### config.mk
export PLATFORM = sky130hd
export DESIGN_NAME = websocket_frame_deframer_top
export DESIGN_NICKNAME = d
export VERILOG_FILES = /design/src/rtl/core/wsdf_pkg.sv /design/src/rtl/core/websocket_frame_deframer_top.sv
export SDC_FILE = /design/constraint.sdc
export NUM_CORES = 1
export LEC_CHECK = 0
export ABC_AREA = 1
export BUFFER_PORTS_ARGS = -buffer_cell sky130_fd_sc_hd__buf_2
export CORE_MARGIN = 8
export CORE_UTILIZATION = 45
export DETAILED_ROUTE_END_ITERATION = 16
export SYNTH_ARGS = -nofsm -noshare
export SYNTH_HDL_FRONTEND = slang
export SYNTH_SLANG_ARGS = --single-unit
export TNS_END_PERCENT = 30
### constraint.sdc
create_clock -name clock -period 5.8 [get_ports clock]
set_input_delay 0.29 -clock clock [delete_from_list [all_inputs] [get_ports clock]]
set_output_delay 0.29 -clock clock [all_outputs]
set_load 0.03 [all_outputs]
### src/rtl/core/wsdf_pkg.sv
// Shared types and constants for the WebSocket frame deframer.
// Holds result kinds, error codes, opcodes and header field masks.
// No dependencies.
package wsdf_pkg;

   // result kinds
   typedef enum logic [1:0] {
      KIND_HEADER  = 2'd0,
      KIND_PAYLOAD = 2'd1,
      KIND_EMPTY   = 2'd2,
      KIND_ERROR   = 2'd3
   } kind_type;

   // error codes, first one is sticky
   localparam logic [3:0] ERR_NONE        = 4'd0;
   localparam logic [3:0] ERR_RSV_UNMASK  = 4'd1;
   localparam logic [3:0] ERR_OPCODE      = 4'd2;
   localparam logic [3:0] ERR_LEN_MSB     = 4'd3;
   localparam logic [3:0] ERR_FRAME_LIMIT = 4'd4;
   localparam logic [3:0] ERR_CTRL_SIZE   = 4'd5;
   localparam logic [3:0] ERR_CTRL_FRAG   = 4'd6;
   localparam logic [3:0] ERR_ORPHAN_CONT = 4'd7;
   localparam logic [3:0] ERR_INTERRUPTED = 4'd8;
   localparam logic [3:0] ERR_MSG_LIMIT   = 4'd9;

   // frame opcodes
   localparam logic [3:0] OP_CONT   = 4'h0;
   localparam logic [3:0] OP_TEXT   = 4'h1;
   localparam logic [3:0] OP_BINARY = 4'h2;
   localparam logic [3:0] OP_CLOSE  = 4'h8;
   localparam logic [3:0] OP_PING   = 4'h9;
   localparam logic [3:0] OP_PONG   = 4'hA;

   // header byte fields
   localparam logic [7:0] HDR_FIN_MASK   = 8'h80;
   localparam logic [7:0] HDR_RSV_MASK   = 8'h70;
   localparam logic [7:0] HDR_OP_MASK    = 8'h0F;
   localparam logic [7:0] HDR_LEN_MASK   = 8'h7F;
   localparam logic [6:0] LEN_EXT16      = 7'd126;
   localparam logic [6:0] LEN_EXT64      = 7'd127;
   localparam logic [63:0] CTRL_MAX_LEN  = 64'd125;
   localparam logic [3:0] EXT16_BYTES    = 4'd2;
   localparam logic [3:0] EXT64_BYTES    = 4'd8;

   // register map
   localparam int unsigned CSR_ADDR_W     = 3;
   localparam logic        REG_MAX_MSG    = 1'b0;
   localparam logic [31:0] MAX_MSG_RESET  = 32'd1048576;

endpackage

### src/rtl/core/websocket_frame_deframer_top.sv
// WebSocket frame deframer, client-to-server direction: header parse,
// unmasking, opcode tagging and protocol checks, one result per byte.
// Depends on wsdf_pkg.
//
//  channel | ports                         | direction | transaction
//  --------+-------------------------------+-----------+-------------------------
//  req     | req_valid/req_ready/req_*     | in        | one raw stream byte
//  rsp     | rsp_valid/rsp_ready/rsp_*     | out       | one result per byte
//  csr     | psel/penable/pwrite/paddr/... | in/out    | APB write/read of limit
//
// Flow: one byte per cycle sustained while rsp_ready is high; a taken byte
// passes through the input register, then the result register.
// All decode and checks of a byte run between the input register and the
// result register; the per-byte path is set by the 64-bit length decrement
// and the message length add and compare.
// Reset: synchronous, active high; no clearing pass, ready right after reset.
// Stalls: a held result stalls the pipeline; req_ready drops only when both
// the input and the result registers are full and rsp_ready is low.
module websocket_frame_deframer_top
   import wsdf_pkg::*;
#(
   parameter int unsigned MESSAGE_COUNT_BITS = 32
) (
   input  logic                  clock,
   input  logic                  reset,
   // input byte stream
   input  logic                  req_valid,
   output logic                  req_ready,
   input  logic [7:0]            req_byte_in,
   // result stream
   output logic                  rsp_valid,
   input  logic                  rsp_ready,
   output logic [1:0]            rsp_kind,
   output logic [7:0]            rsp_data_byte,
   output logic [3:0]            rsp_msg_opcode,
   output logic                  rsp_frame_last,
   output logic                  rsp_message_last,
   output logic [3:0]            rsp_fault_code,
   // configuration
   input  logic                  psel,
   input  logic                  penable,
   input  logic                  pwrite,
   input  logic [CSR_ADDR_W-1:0] paddr,
   input  logic [31:0]           pwdata,
   output logic [31:0]           prdata,
   output logic                  pready
);

   localparam int unsigned SUM_W =
      ((MESSAGE_COUNT_BITS > 32) ? MESSAGE_COUNT_BITS : 32) + 1;

   typedef enum logic [2:0] {
      PH_HDR0,
      PH_HDR1,
      PH_EXT,
      PH_MASK,
      PH_PAYLOAD,
      PH_ERR
   } phase_type;

   // pipeline and state registers
   logic                          in_valid_ff;
   logic [7:0]                    in_byte_ff;
   logic                          rsp_valid_ff;
   logic [1:0]                    kind_ff;
   logic [7:0]                    data_ff;
   logic [3:0]                    op_ff;
   logic                          flast_ff;
   logic                          mlast_ff;
   logic [3:0]                    err_ff;

   phase_type                     phase_ff, phase_in;
   logic                          fin_ff, fin_in;
   logic [3:0]                    frame_op_ff, frame_op_in;
   logic [3:0]                    ext_left_ff, ext_left_in;
   logic [63:0]                   remain_ff, remain_in;
   logic [31:0]                   mask_key_ff, mask_key_in;
   logic [1:0]                    mask_idx_ff, mask_idx_in;
   logic [3:0]                    open_op_ff, open_op_in;
   logic [MESSAGE_COUNT_BITS-1:0] total_ff, total_in;
   logic [3:0]                    sticky_ff, sticky_in;
   logic [31:0]                   max_msg_ff;

   // result of the current byte
   logic [1:0]  kind_in;
   logic [7:0]  data_in;
   logic [3:0]  op_in;
   logic        flast_in;
   logic        mlast_in;
   logic [3:0]  err_in;

   logic        advance;
   logic        fire;
   logic        csr_write;

   // length-complete checks
   logic [63:0]    acc_len;
   logic           is_ctrl;
   logic           len_over_max;
   logic [SUM_W-1:0] msg_sum;
   logic           sum_over;
   logic [3:0]     acc_err;

   // work fields of the byte step
   logic [3:0]  step_err;
   logic [1:0]  step_kind;
   logic        step_done;
   logic [7:0]  step_data;
   logic [7:0]  key_byte;
   logic [63:0] remain_dec;

   assign advance   = !rsp_valid_ff || rsp_ready;
   assign fire      = in_valid_ff && advance;
   assign req_ready = !in_valid_ff || advance;
   assign rsp_valid = rsp_valid_ff;

   assign rsp_kind         = kind_ff;
   assign rsp_data_byte    = data_ff;
   assign rsp_msg_opcode   = op_ff;
   assign rsp_frame_last   = flast_ff;
   assign rsp_message_last = mlast_ff;
   assign rsp_fault_code   = err_ff;

   // register port
   assign pready    = 1'b1;
   assign csr_write = psel && penable && pwrite &&
                      (paddr[CSR_ADDR_W-1] == REG_MAX_MSG);

   always_comb begin
      prdata = 32'd0;
      if (paddr[CSR_ADDR_W-1] == REG_MAX_MSG) begin
         prdata = max_msg_ff;
      end
   end

   // length as completed by this byte: short form or last extended byte
   always_comb begin
      if (phase_ff == PH_HDR1) begin
         acc_len = {57'd0, in_byte_ff[6:0]};
      end else begin
         acc_len = {remain_ff[55:0], in_byte_ff};
      end
   end

   // frame limit, control frame, continuation and message limit checks on a completed length
   assign is_ctrl      = frame_op_ff[3];
   assign len_over_max = (|acc_len[63:32]) || (acc_len[31:0] > max_msg_ff);
   assign msg_sum      = SUM_W'(total_ff) + SUM_W'(acc_len[31:0]);
   assign sum_over     = (msg_sum > SUM_W'(max_msg_ff)) ||
                         (|msg_sum[SUM_W-1:MESSAGE_COUNT_BITS]);

   always_comb begin
      acc_err = ERR_NONE;
      if (len_over_max) begin
         acc_err = ERR_FRAME_LIMIT;
      end else if (is_ctrl && (acc_len > CTRL_MAX_LEN)) begin
         acc_err = ERR_CTRL_SIZE;
      end else if (is_ctrl && !fin_ff) begin
         acc_err = ERR_CTRL_FRAG;
      end else if (!is_ctrl) begin
         if ((frame_op_ff == OP_CONT) && (open_op_ff == OP_CONT)) begin
            acc_err = ERR_ORPHAN_CONT;
         end else if ((frame_op_ff != OP_CONT) && (open_op_ff != OP_CONT)) begin
            acc_err = ERR_INTERRUPTED;
         end else if (sum_over) begin
            acc_err = ERR_MSG_LIMIT;
         end
      end
   end

   // select the key byte for this payload position
   always_comb begin
      case (mask_idx_ff)
         2'd0:    key_byte = mask_key_ff[31:24];
         2'd1:    key_byte = mask_key_ff[23:16];
         2'd2:    key_byte = mask_key_ff[15:8];
         default: key_byte = mask_key_ff[7:0];
      endcase
   end

   assign remain_dec = remain_ff - 64'd1;

   // byte step: next state and result
   always_comb begin
      phase_in    = phase_ff;
      fin_in      = fin_ff;
      frame_op_in = frame_op_ff;
      ext_left_in = ext_left_ff;
      remain_in   = remain_ff;
      mask_key_in = mask_key_ff;
      mask_idx_in = mask_idx_ff;
      open_op_in  = open_op_ff;
      total_in    = total_ff;
      sticky_in   = sticky_ff;
      step_err    = ERR_NONE;
      step_kind   = KIND_HEADER;
      step_done   = 1'b0;
      step_data   = 8'd0;
      kind_in     = KIND_HEADER;
      data_in     = 8'd0;
      op_in       = 4'd0;
      flast_in    = 1'b0;
      mlast_in    = 1'b0;
      err_in      = ERR_NONE;

      if (sticky_ff == ERR_NONE) begin
         case (phase_ff)
            PH_HDR1: begin
               if ((in_byte_ff & HDR_FIN_MASK) == 8'd0) begin
                  step_err = ERR_RSV_UNMASK;
               end else if (!((frame_op_ff == OP_CONT) || (frame_op_ff == OP_TEXT) ||
                              (frame_op_ff == OP_BINARY) || (frame_op_ff == OP_CLOSE) ||
                              (frame_op_ff == OP_PING) || (frame_op_ff == OP_PONG))) begin
                  step_err = ERR_OPCODE;
               end else if (in_byte_ff[6:0] == LEN_EXT16) begin
                  ext_left_in = EXT16_BYTES;
                  remain_in   = 64'd0;
                  phase_in    = PH_EXT;
               end else if (in_byte_ff[6:0] == LEN_EXT64) begin
                  ext_left_in = EXT64_BYTES;
                  remain_in   = 64'd0;
                  phase_in    = PH_EXT;
               end else begin
                  remain_in = acc_len;
                  step_err  = acc_err;
               end
            end
            PH_EXT: begin
               if ((ext_left_ff == EXT64_BYTES) && in_byte_ff[7]) begin
                  step_err = ERR_LEN_MSB;
               end else begin
                  remain_in   = acc_len;
                  ext_left_in = ext_left_ff - 4'd1;
                  if (ext_left_ff == 4'd1) begin
                     step_err = acc_err;
                  end
               end
            end
            PH_MASK: begin
               mask_key_in = {mask_key_ff[23:0], in_byte_ff};
               mask_idx_in = mask_idx_ff + 2'd1;
               if (mask_idx_ff == 2'd3) begin
                  if (remain_ff == 64'd0) begin
                     step_done = 1'b1;
                     step_kind = KIND_EMPTY;
                  end else begin
                     phase_in = PH_PAYLOAD;
                  end
               end
            end
            PH_PAYLOAD: begin
               step_data   = in_byte_ff ^ key_byte;
               mask_idx_in = mask_idx_ff + 2'd1;
               remain_in   = remain_dec;
               step_kind   = KIND_PAYLOAD;
               step_done   = (remain_dec == 64'd0);
            end
            PH_HDR0: begin
               fin_in      = in_byte_ff[7];
               frame_op_in = in_byte_ff[3:0] & HDR_OP_MASK[3:0];
               if ((in_byte_ff & HDR_RSV_MASK) != 8'd0) begin
                  step_err = ERR_RSV_UNMASK;
               end else begin
                  phase_in = PH_HDR1;
               end
            end
            default: begin
               phase_in = PH_ERR;
            end
         endcase

         // length accepted: open message, arm the mask key
         if (((phase_ff == PH_HDR1) && (in_byte_ff[6:0] != LEN_EXT16) &&
              (in_byte_ff[6:0] != LEN_EXT64) && (step_err == ERR_NONE) &&
              in_byte_ff[7]) ||
             ((phase_ff == PH_EXT) && (ext_left_ff == 4'd1) &&
              (step_err == ERR_NONE))) begin
            if (!is_ctrl) begin
               if (frame_op_ff != OP_CONT) begin
                  open_op_in = frame_op_ff;
               end
               total_in = msg_sum[MESSAGE_COUNT_BITS-1:0];
            end
            phase_in    = PH_MASK;
            mask_key_in = 32'd0;
            mask_idx_in = 2'd0;
         end

         // tag payload and frame completions
         if (step_kind != KIND_HEADER) begin
            kind_in = step_kind;
            data_in = step_data;
            op_in   = is_ctrl ? frame_op_ff : open_op_ff;
            if (step_done) begin
               flast_in = 1'b1;
               phase_in = PH_HDR0;
               if (is_ctrl) begin
                  mlast_in = 1'b1;
                  if (frame_op_ff == OP_CLOSE) begin
                     open_op_in = OP_CONT;
                     total_in   = '0;
                  end
               end else if (fin_ff) begin
                  mlast_in   = 1'b1;
                  open_op_in = OP_CONT;
                  total_in   = '0;
               end
            end
            // absorb pong payload
            if (frame_op_ff == OP_PONG) begin
               kind_in  = KIND_HEADER;
               data_in  = 8'd0;
               op_in    = 4'd0;
               flast_in = 1'b0;
               mlast_in = 1'b0;
            end
         end

         if (step_err != ERR_NONE) begin
            sticky_in = step_err;
            phase_in  = PH_ERR;
         end
      end

      // report the sticky error
      if (sticky_in != ERR_NONE) begin
         kind_in  = KIND_ERROR;
         data_in  = 8'd0;
         op_in    = 4'd0;
         flast_in = 1'b0;
         mlast_in = 1'b0;
         err_in   = sticky_in;
      end
   end

   // hold state, pipeline and result registers
   always_ff @(posedge clock) begin
      if (reset) begin
         in_valid_ff  <= 1'b0;
         rsp_valid_ff <= 1'b0;
         phase_ff     <= PH_HDR0;
         fin_ff       <= 1'b0;
         frame_op_ff  <= 4'd0;
         ext_left_ff  <= 4'd0;
         remain_ff    <= 64'd0;
         mask_key_ff  <= 32'd0;
         mask_idx_ff  <= 2'd0;
         open_op_ff   <= OP_CONT;
         total_ff     <= '0;
         sticky_ff    <= ERR_NONE;
         max_msg_ff   <= MAX_MSG_RESET;
      end else begin
         if (csr_write) begin
            max_msg_ff <= pwdata;
         end
         // input register
         if (req_valid && req_ready) begin
            in_valid_ff <= 1'b1;
            in_byte_ff  <= req_byte_in;
         end else if (fire) begin
            in_valid_ff <= 1'b0;
         end
         // result register
         if (fire) begin
            rsp_valid_ff <= 1'b1;
            kind_ff      <= kind_in;
            data_ff      <= data_in;
            op_ff        <= op_in;
            flast_ff     <= flast_in;
            mlast_ff     <= mlast_in;
            err_ff       <= err_in;
            phase_ff     <= phase_in;
            fin_ff       <= fin_in;
            frame_op_ff  <= frame_op_in;
            ext_left_ff  <= ext_left_in;
            remain_ff    <= remain_in;
            mask_key_ff  <= mask_key_in;
            mask_idx_ff  <= mask_idx_in;
            open_op_ff   <= open_op_in;
            total_ff     <= total_in;
            sticky_ff    <= sticky_in;
         end else if (rsp_ready) begin
            rsp_valid_ff <= 1'b0;
         end
      end
   end

   // an error once raised never changes
   a_sticky_hold: assert property (@(posedge clock) disable iff (reset)
      (sticky_ff != ERR_NONE) |=> (sticky_ff == $past(sticky_ff)))
      else $error("sticky error changed");

   // an error result always carries a code
   a_err_code: assert property (@(posedge clock) disable iff (reset)
      (rsp_valid && (rsp_kind == KIND_ERROR)) |-> (rsp_fault_code != ERR_NONE))
      else $error("error result without code");

   // delivered payload belongs to an open message or a control frame
   a_payload_op: assert property (@(posedge clock) disable iff (reset)
      (rsp_valid && (rsp_kind == KIND_PAYLOAD)) |-> (rsp_msg_opcode != OP_CONT))
      else $error("payload byte without message opcode");

   // payload phase always has bytes left
   a_remain: assert property (@(posedge clock) disable iff (reset)
      (phase_ff == PH_PAYLOAD) |-> (remain_ff != 64'd0))
      else $error("payload phase with nothing remaining");

endmodule
# Word level (Yosys, flattened, before mapping)
# Cells that the tools add are included.
# word_totals
ff_bits	212
out_inout_bits	55
wordCells	203
in_bits	50
# classes
eq_ne	22
reduce_logical	64
bitwise_logic	7
mux	83
n_addsub	4
n_lt_le_gt_ge	3
# ops
op	n
64-bit two-way mux	6
32-bit two-way mux	10
64-bit one-hot mux with 3 select lines	1
64-bit logical NOT	2
4-bit two-way mux	30
64-bit by 7-bit > comparator with 1-bit output, second input constant	1
64-bit by 1-bit subtractor with 64-bit output, second input constant	1
32-bit by 32-bit adder with 33-bit output	1
33-bit by 32-bit > comparator with 1-bit output	1
3-bit two-way mux	11
32-bit > comparator	1
32-bit OR reduction	1
8-bit one-hot mux with 3 select lines	1
4-bit equality test, second input constant	4
1-bit logical AND	16
4-bit logical NOT	4
2-bit two-way mux	8
4-bit nonzero test	4
7-bit equality test, second input constant	2
7-bit inequality test, second input constant	2
3-bit one-hot mux with 4 select lines	1
4-bit one-hot mux with 3 select lines	1
2-bit nonzero test	6
1-bit two-way mux	11
30 further kinds	57

# Logic depth before layout (Yosys ltp)
# Gate-level depths: netlist of the first run.
# logic_depth
word_depth	27
ltp_mapped	42
ltp_nobuf	40

# Worst setup path after synthesis of the first run
# OpenSTA, ideal clock, no wires.
# synth_path
path_kind	register to register
startpoint	register phase_ff[2]
endpoint	register open_op_ff[2]
setup_time_ns	0.132
arrival_ns	4.523
synth_period_minus_slack_ns	4.655
path_buffers	6
setup_slack_ns	1.145
path_stages_with_launch	36
t_required_ns	5.668
path_cell_list	dfxtp_1 > buf_4 > inv_4 > nand3_4 > buf_2 > buf_2 > clkbuf_1 > nand2_1 > inv_1 > ha_1 > a21oi_1 > o21ai_1 > a21o_1 > o21bai_1 > a21oi_1 > xor2_1 > inv_1 > ha_1 > nand2_1 > nor2_1 > a211oi_1 > nand2_1 > nand2_1 > nand2_1 > nand2_1 > nand2_1 > nand2_1 > nand3_1 > a21oi_2 > nand3_1 > nor2_1 > buf_4 > buf_2 > nand3_1 > nand3_1 > a21oi_1
# synth_via
elab_chain_cells	27
elab_cells_between_ends	48
classes_between	1 x add/sub; 3 x order compare; 4 x eq/ne; 26 x mux; 14 x reduce/logical
# synth_rtl
element	line	source
start: declaration	websocket_frame_deframer_top.sv:72	phase_type phase_ff, phase_in;
start signal: assignment	websocket_frame_deframer_top.sv:372	phase_ff <= phase_in;
3-bit by 1-bit equality test with 1-bit output	websocket_frame_deframer_top.sv:138, websocket_frame_deframer_top.sv:207, websocket_frame_deframer_top.sv:273	
64-bit two-way mux	websocket_frame_deframer_top.sv:138	if (phase_ff == PH_HDR1) begin
32-bit by 32-bit adder with 33-bit output	websocket_frame_deframer_top.sv:148	assign msg_sum = SUM_W'(total_ff) + SUM_W'(acc_len[31:0]);
33-bit by 32-bit > comparator with 1-bit output	websocket_frame_deframer_top.sv:149	assign sum_over = (msg_sum > SUM_W'(max_msg_ff)) ||
1-bit logical OR	websocket_frame_deframer_top.sv:149	
4-bit two-way mux	websocket_frame_deframer_top.sv:165	end else if (sum_over) begin
4-bit two-way mux	websocket_frame_deframer_top.sv:163	end else if ((frame_op_ff != OP_CONT) && (open_op_ff != OP_CONT)) begin
4-bit two-way mux	websocket_frame_deframer_top.sv:161	if ((frame_op_ff == OP_CONT) && (open_op_ff == OP_CONT)) begin
(+10 left out)	-	
4-bit logical NOT	websocket_frame_deframer_top.sv:274, websocket_frame_deframer_top.sv:277	
1-bit logical AND (2 in a row)	websocket_frame_deframer_top.sv:274	(in_byte_ff[6:0] != LEN_EXT64) && (step_err == ERR_NONE) &&
1-bit logical OR	websocket_frame_deframer_top.sv:275	in_byte_ff[7]) ||
4-bit two-way mux	websocket_frame_deframer_top.sv:273	if (((phase_ff == PH_HDR1) && (in_byte_ff[6:0] != LEN_EXT16) &&
4-bit two-way mux (on tied branches)	websocket_frame_deframer_top.sv:303, websocket_frame_deframer_top.sv:299	
4-bit two-way mux	websocket_frame_deframer_top.sv:297	if (is_ctrl) begin
4-bit two-way mux	websocket_frame_deframer_top.sv:294	if (step_done) begin
4-bit two-way mux (*)	websocket_frame_deframer_top.sv:290	if (step_kind != KIND_HEADER) begin
end signal: assignment	websocket_frame_deframer_top.sv:379	open_op_ff <= open_op_in;
end: declaration	websocket_frame_deframer_top.sv:79	logic [3:0] open_op_ff, open_op_in;
# Mark *: on every way between the ends. The rest lies on a longest branch, timed or not. The select of a mux whose other input is x is not followed.
# A chain may end at the register's enable or synchronous reset.

# Worst setup path after layout of the first run
# layout_path
startpoint	register in_byte_ff[3]
endpoint	register total_ff[18]
# layout_via
elab_chain_cells	26
elab_cells_between_ends	41
classes_between	1 x add/sub; 3 x order compare; 4 x eq/ne; 23 x mux; 10 x reduce/logical
# layout_rtl
element	line	source
start: declaration	websocket_frame_deframer_top.sv:63	logic [7:0] in_byte_ff;
start signal: assignment	websocket_frame_deframer_top.sv:359	in_byte_ff <= req_byte_in;
64-bit two-way mux	websocket_frame_deframer_top.sv:138	
32-bit by 32-bit adder with 33-bit output	websocket_frame_deframer_top.sv:148	
33-bit by 32-bit > comparator with 1-bit output	websocket_frame_deframer_top.sv:149	
1-bit logical OR	websocket_frame_deframer_top.sv:149	
4-bit two-way mux	websocket_frame_deframer_top.sv:165	
4-bit two-way mux	websocket_frame_deframer_top.sv:163	
4-bit two-way mux	websocket_frame_deframer_top.sv:161	
4-bit two-way mux	websocket_frame_deframer_top.sv:160	end else if (!is_ctrl) begin
(+9 left out)	-	
4-bit logical NOT	websocket_frame_deframer_top.sv:274, websocket_frame_deframer_top.sv:277	
1-bit logical AND (2 in a row)	websocket_frame_deframer_top.sv:274	
1-bit logical OR	websocket_frame_deframer_top.sv:275	
32-bit two-way mux (*)	websocket_frame_deframer_top.sv:273	
32-bit two-way mux (on tied branches)	websocket_frame_deframer_top.sv:303, websocket_frame_deframer_top.sv:299	
32-bit two-way mux	websocket_frame_deframer_top.sv:297	
32-bit two-way mux	websocket_frame_deframer_top.sv:294	
32-bit two-way mux (*)	websocket_frame_deframer_top.sv:290	
end signal: assignment	websocket_frame_deframer_top.sv:380	total_ff <= total_in;
end: declaration	websocket_frame_deframer_top.sv:80	logic [MESSAGE_COUNT_BITS-1:0] total_ff, total_in;
# Marked as above.

==> results of run 1 <==
## cell usage in the layout, fill, tap and decap left out, drive strengths merged, types with 33 or more instances in the layout
master	count
xor2	78
nand4	44
o21ai	206
dfxtp	184
nand3	113
ha	87
a221oi	33
inv	255
nor2	300
a31oi	39
clkbuf	33
buf	148
a21oi	181
nand2	453
## final timing paths
check,from,to,slack [ns]
max reg2reg,in_byte_ff[3],total_ff[18],0.40
min,pwdata[27],max_msg_ff[27],0.02
max,in_byte_ff[3],total_ff[18],0.40
min reg2reg,sticky_ff[2],sticky_ff[2],0.47
## through the flow
stage | cells | area, um2 | hold slack [ns] | TNS (ns) | power, W
after floorplan | 2258 | 15000 | 0.389 | 0 | 0.00282
after global placement | 2750 | 16000 | 0.456 | 0 | 0.00329
after detailed placement | 2750 | 16000 | 0.457 | 0 | 0.00330
after CTS | 2811 | 17100 | 0.00278 | 0 | 0.00512
after global routing | 2818 | 17200 | 0.0272 | -0.0296 | 0.00542
final | 2818 | 17200 | 0.0184 | 0 | 0.00513
## worst min-delay path, cell delays in order
cell and delay (ns):
buf_2 0.07, o21ai_0 0.07, a21oi_1 0.10
## metal layers
metal / track usage [%] / share of wire (%)
met1: 34.5 / 45
met2: 42.7 / 45
met3: 4.16 / 7.1
met4: 6.23 / 2.3
met5: 0 / 0
## power breakdown
part	switching [W]	internal, W
clock	0.000704	0.00110
combinational	0.00118	0.000517
sequential	0.0000726	0.00155
## area by class of cell
| type | count | share of cell area, % |
|---|---|---|
| multi-input cells | 1692 | 53.5 |
| inverters | 257 | 5.63 |
| clock inverters | 16 | 1.27 |
| repair buffers | 160 | 5.81 |
| well taps | 448 | 3.26 |
| flip-flops and latches | 212 | 26.3 |
| clock buffers | 33 | 4.18 |
## logic make-up (layout without fill, tap and decap cells)
group / count (synthesis) / count (layout) / share of synthesized area (%)
buf+inv: 356 / 466 / 9.27
fa+ha+maj: 88 / 88 / 7.38
xor+xnor: 87 / 87 / 5.07
other cells: 1 / 1 / 0.0250
simple gates: 988 / 990 / 28.1
compound gates: 526 / 526 / 20.1
flops: 212 / 212 / 30.1
## state kept, by name (all words and copies together) (netlist names)
name,count
total_ff,32
max_msg_ff,32
sticky_ff,4
frame_op_ff,4
rsp_frame_last,1
rsp_data_byte,8
fin_ff,1
remain_ff,64
in_valid_ff,1
rsp_fault_code,4
in_byte_ff,8
rsp_msg_opcode,4
ext_left_ff,4
rsp_kind,2
rsp_valid,1
phase_ff,3
open_op_ff,4
rsp_message_last,1
mask_idx_ff,2
mask_key_ff,32
## repair_timing
| action | CTS | global route |
|---|---|---|
| endpoints found under the hold margin | 12 | 0 |
| resized for setup | 0 | 18 |
| buffers inserted | 0 | 5 |
| endpoints found under the setup margin | 0 | 73 |
| hold buffers | 12 | 0 |
==> run summary, run 1 <==
Status: finished clean
Crit-path leading delay family: simple AND/OR/NAND/NOR gates
Root buf cell: clkbuf_16
Core area: 33200 um2
DR DRC count: 0
Reg area: 4530 um2
Most common cell in the netlist: nand2_1
Cells on worst reg2reg path: 34
Via count: 15700
TritonCTS buffer count: 27
Power density cells: 299 nW/um2
Fin util: 51.8%
CP max stage cell: edfxtp_1
IO Pins: 105
Setup WS post-layout: 0.395 ns
Largest area contributor in the netlist: dfxtp_1
Diode count: 0
Via density: 5.57
Post-synth EDFFs: 28
FF+latch count, synth: 212
Syn avg cell area: 6.66 um2
Synthesized net count: 2396
Synth top area share: 24.5%
CP Buf/Inv Count: 5
Deepest level of the CTS H-tree: 1
Worst-margin pin slew: 1.06 ns
TritonCTS clock tree: done
Top cells by count, synth: nand2_1 (448), nor2_1 (292), inv_1 (249)
Layout area overhead: 14.4%
Initial core utilization: 45.3%
DRT Wirelength: 52100 um
Slew Limit Fails: 0
Footprint of the multi-input gates: 9200 um2
Hold Violations, Final: 0
Critical Path Source Type: flop
Reg clk slew, reported paths: 0.06 ns
Final ANT Viol Nets: 0
Synth cell types: 56
Row count: 67
First-pass GRT wire length: 81300 um
Req. time, crit path: 6.27 ns
Vias in the first global route: 14700
Most common cell on crit path: nand2_1
Tmin final: 5.40 ns
Worst Hold Class: input port to flop
Clock Latency Late Sink: 0.56 ns
I/O Buffers: 101
Worst Skew: 0.0237 ns
Gpl congestion: 0.920
Crit-path max cell delay: 0.56 ns
Yosys warns: 0
Drt pass-1 iters: 5
Post-DP HPWL: 38200 um
Grt total ovfl: 0
Endpoint type of the worst setup path: flop
Tot GR Track Use: 25.8%
Fraction of registers with async set/reset: 0%
Sink Count: 212
Die area: 39500 um2
Initial antenna violation count: 0
Bufs on Longest Clock Path: 3
CP Class: flop to flop
Peak supply drop: 0.228 mV
P_leak: 7.93 nW
Placement Setup Slack: 0.130 ns
Largest net degree at the start of global routing: 76
Post-layout nets: 2488
Die height: 199 um
Fillers: 3450
Die width: 199 um
Levels on crit path: 34
WP data arrival: 5.88 ns
Post-synth top flop: dfxtp_1
Worst-path fanout max: 12
Final setup violation count: 0
Tcrit/Tclk final: 93.2%
Post-synthesis cell area: 15000 um2
DR WL/cell: 18.5 um
Slew Limit Headroom: 29.0%
Synth area leaders: dfxtp_1 (25%), nand2_1 (11%), nor2_1 (7.3%)
Hold path depth: 3
Seq/Total Area, Yosys: 30.1%
MaxCap Viol Count: 0
Fmax: 0.185 GHz
DRT iter0 DRCs: 1469
Layout cell share with drive strength beyond 1: 11.2%
Post-Synthesis Cells: 2258
Note: power is estimated with default switching activity, not from simulation.
==> inputs of run 2 (changes only) <==
- clock period: 5.8 -> 5.2 ns (I/O delays scaled with it)
==> run summary, run 2 (same netlist as run 1, synthesis figures left out) <==
Initial antenna violation count: 1 (+1)
CP Class: flop to flop
Tot GR Track Use: 26.2% (+0.48 points)
Total Power: 0.00579 W (+13%)
Crit-path leading delay family: compound AO/OA/AOI/OAI gates
Fmax: 0.202 GHz (+9.4%)
Max reg flops: 64 (unchanged)
Drt pass-1 iters: 7 (+2)
Root buf cell: clkbuf_16
I/O Buffers: 101 (unchanged)
Vias in the first global route: 15200 (+3.5%)
Final setup violation count: 0 (unchanged)
Crit-path max cell delay: 0.58 ns (+0.02 ns)
Core area: 33200 um2 (unchanged)
Post-DP HPWL: 39100 um (+2.5%)
Via count: 16200 (+3.2%)
DR DRC count: 0 (unchanged)
Peak supply drop: 0.253 mV (+11%)
Tmin final: 4.94 ns (-0.464 ns)
Most common cell after layout, fill and taps aside: nand2_1
Initial core utilization: 45.3% (unchanged)
MaxCap Viol Count: 0 (unchanged)
Most flops, register: remain_ff
DR WL/cell: 18.8 um (+1.5%)
Die width: 199 um (unchanged)
Post-layout nets: 2568 (+3.2%)
Tcrit/Tclk final: 95.0% (+1.8 points)
Via density: 5.59 (+0.36%)
TritonCTS clock tree: done
Levels on crit path: 30 (-12%)
Most frequent cells in the layout: nand2_1 (421), nor2_1 (276), inv_1 (234)
Worst Hold Class: input port to flop
IO Pins: 105 (unchanged)
Crit path launch: in_byte_ff[1]
Clock Latency Late Sink: 0.55 ns (about the same)
Flop2flop setup slack: 0.26 ns (-0.14 ns)
Worst-path fanout max: 6 (-6)
Reg2reg start: in_byte_ff[1]
First-pass GRT wire length: 82800 um (+1.9%)
Most common cell on crit path: nand2_1
Diode count: 0 (unchanged)
Layout cell share with drive strength beyond 1: 17.2% (+6.0 points)
Sink Count: 212 (unchanged)
Largest net degree at the start of global routing: 80 (+5.3%)
Fin util: 55.7% (+3.9 points)
Deepest level of the CTS H-tree: 1 (unchanged)
TritonCTS buffer count: 26 (-3.7%)
Req. time, crit path: 5.67 ns (-0.60 ns)
Reg clk slew, reported paths: 0.06 ns (about the same)
Layout area overhead: 23.1%
Die height: 199 um (unchanged)
Cell Area, Placed: 16400 um2 (+2.4%)
Cells on worst reg2reg path: 30 (-12%)
P_leak: 8.44 nW (+6.5%)
Power density cells: 313 nW/um2 (+4.9%)
DRT iter0 DRCs: 1487 (+1.2%)
Worst Skew: 0.0296 ns (+0.00588 ns)
Slew Limit Headroom: 26.4% (-2.6 points)
Reg2reg end: total_ff[27]
WP data arrival: 5.41 ns (-0.47 ns)
CP max stage cell: edfxtp_1
Worst-margin pin slew: 1.10 ns (+0.0390 ns)
Slew Limit Fails: 0 (unchanged)
Critical Path Source Type: flop
Status: finished clean
Row count: 67 (unchanged)
Crit path to: total_ff[27]
Final Instance Area: 18500 um2 (+7.6%)
Die area: 39500 um2 (unchanged)
Final ANT Viol Nets: 0 (unchanged)
Endpoint type of the worst setup path: flop
Hold Violations, Final: 0 (unchanged)
CP Buf/Inv Count: 3 (-2)
DRT Wirelength: 54400 um (+4.4%)
Hold Slack: 0.00943 ns (-0.00896 ns)
Grt total ovfl: 0 (unchanged)
Bufs on Longest Clock Path: 3 (unchanged)
Gpl congestion: 0.941 (+2.3%)
run 2: changes by cell type in the layout (fill, tap and decap cells not counted), moves of 13 or more:
cell / before / now
dlygate4sd3_1: 12 / 30
a21oi_2: 1 / 14
inv_1: 247 / 234
buf_4: 44 / 95
a21oi_1: 179 / 164
nand2_1: 448 / 421
nor2_1: 289 / 276
nand2_2: 5 / 24
run 2: stage by stage:
step / cells / setup TNS (ns) / worst slack (ns)
4_1_cts: 2872 / 0 / 0.0531
3_3_place_gp: 2794 / 0 / 0.146
5_1_grt: 2898 / -1.56 / -0.0716
3_5_place_dp: 2794 / 0 / 0.109
2_1_floorplan: 2258 / 0 / 0.545
6_report: 2898 / 0 / 0.259
run 2: final cells by class:
cell class              instances  area [um2]
fillers                      3301       14700
clock buffers                  37         743
repair buffers                243        1850
multi-input cells            1690        9690
inverters                     257         970
flip-flops and latches        212        4530
well taps                     448         561
clock inverters                11         159
run 2: per-layer routing:
| metal | GRT usage, % | share of wire (%) | vias to the layer above |
|---|---|---|---|
| met1 | 35.3 | 45 | 7606 |
| met2 | 43.1 | 46 | 576 |
| met4 | 7.85 | 2.8 | 0 |
| li1 | - | - | 7919 |
| met5 | 0 | 0 | - |
| met3 | 3.74 | 6.4 | 92 |
run 2: report_power, final:
group	switching, W	total [W]	internal, W	leakage [nW]
logic	0.00138	0.00204	0.000659	6.25
clock network	0.000753	0.00194	0.00119	0.437
registers	0.0000788	0.00181	0.00173	1.75
total	0.00221	0.00579	0.00358	8.44
run 2: timing repair:
action                                 in CTS  in global routing
buffers inserted                            0                 20
setup endpoints to repair                   0                 76
gates resized for setup                     0                155
hold buffers                               30                  0
endpoints found under the hold margin      30                  0
run 2: tightest hold or removal path, stage by stage:
cell and delay [ns]:
buf_2 0.07, o21ai_0 0.07, a21oi_1 0.12
run 2: worst min path at each step:
stage	startpoint	endpoint	depth (start not counted)
5_1_grt	pwdata[3]	max_msg_ff[3]	3
4_1_cts	pwdata[3]	max_msg_ff[3]	3
2_1_floorplan	req_byte_in[0]	in_byte_ff[0]	0
3_3_place_gp	req_byte_in[1]	in_byte_ff[1]	1
6_report	pwdata[13]	max_msg_ff[13]	3
3_5_place_dp	req_byte_in[1]	in_byte_ff[1]	1
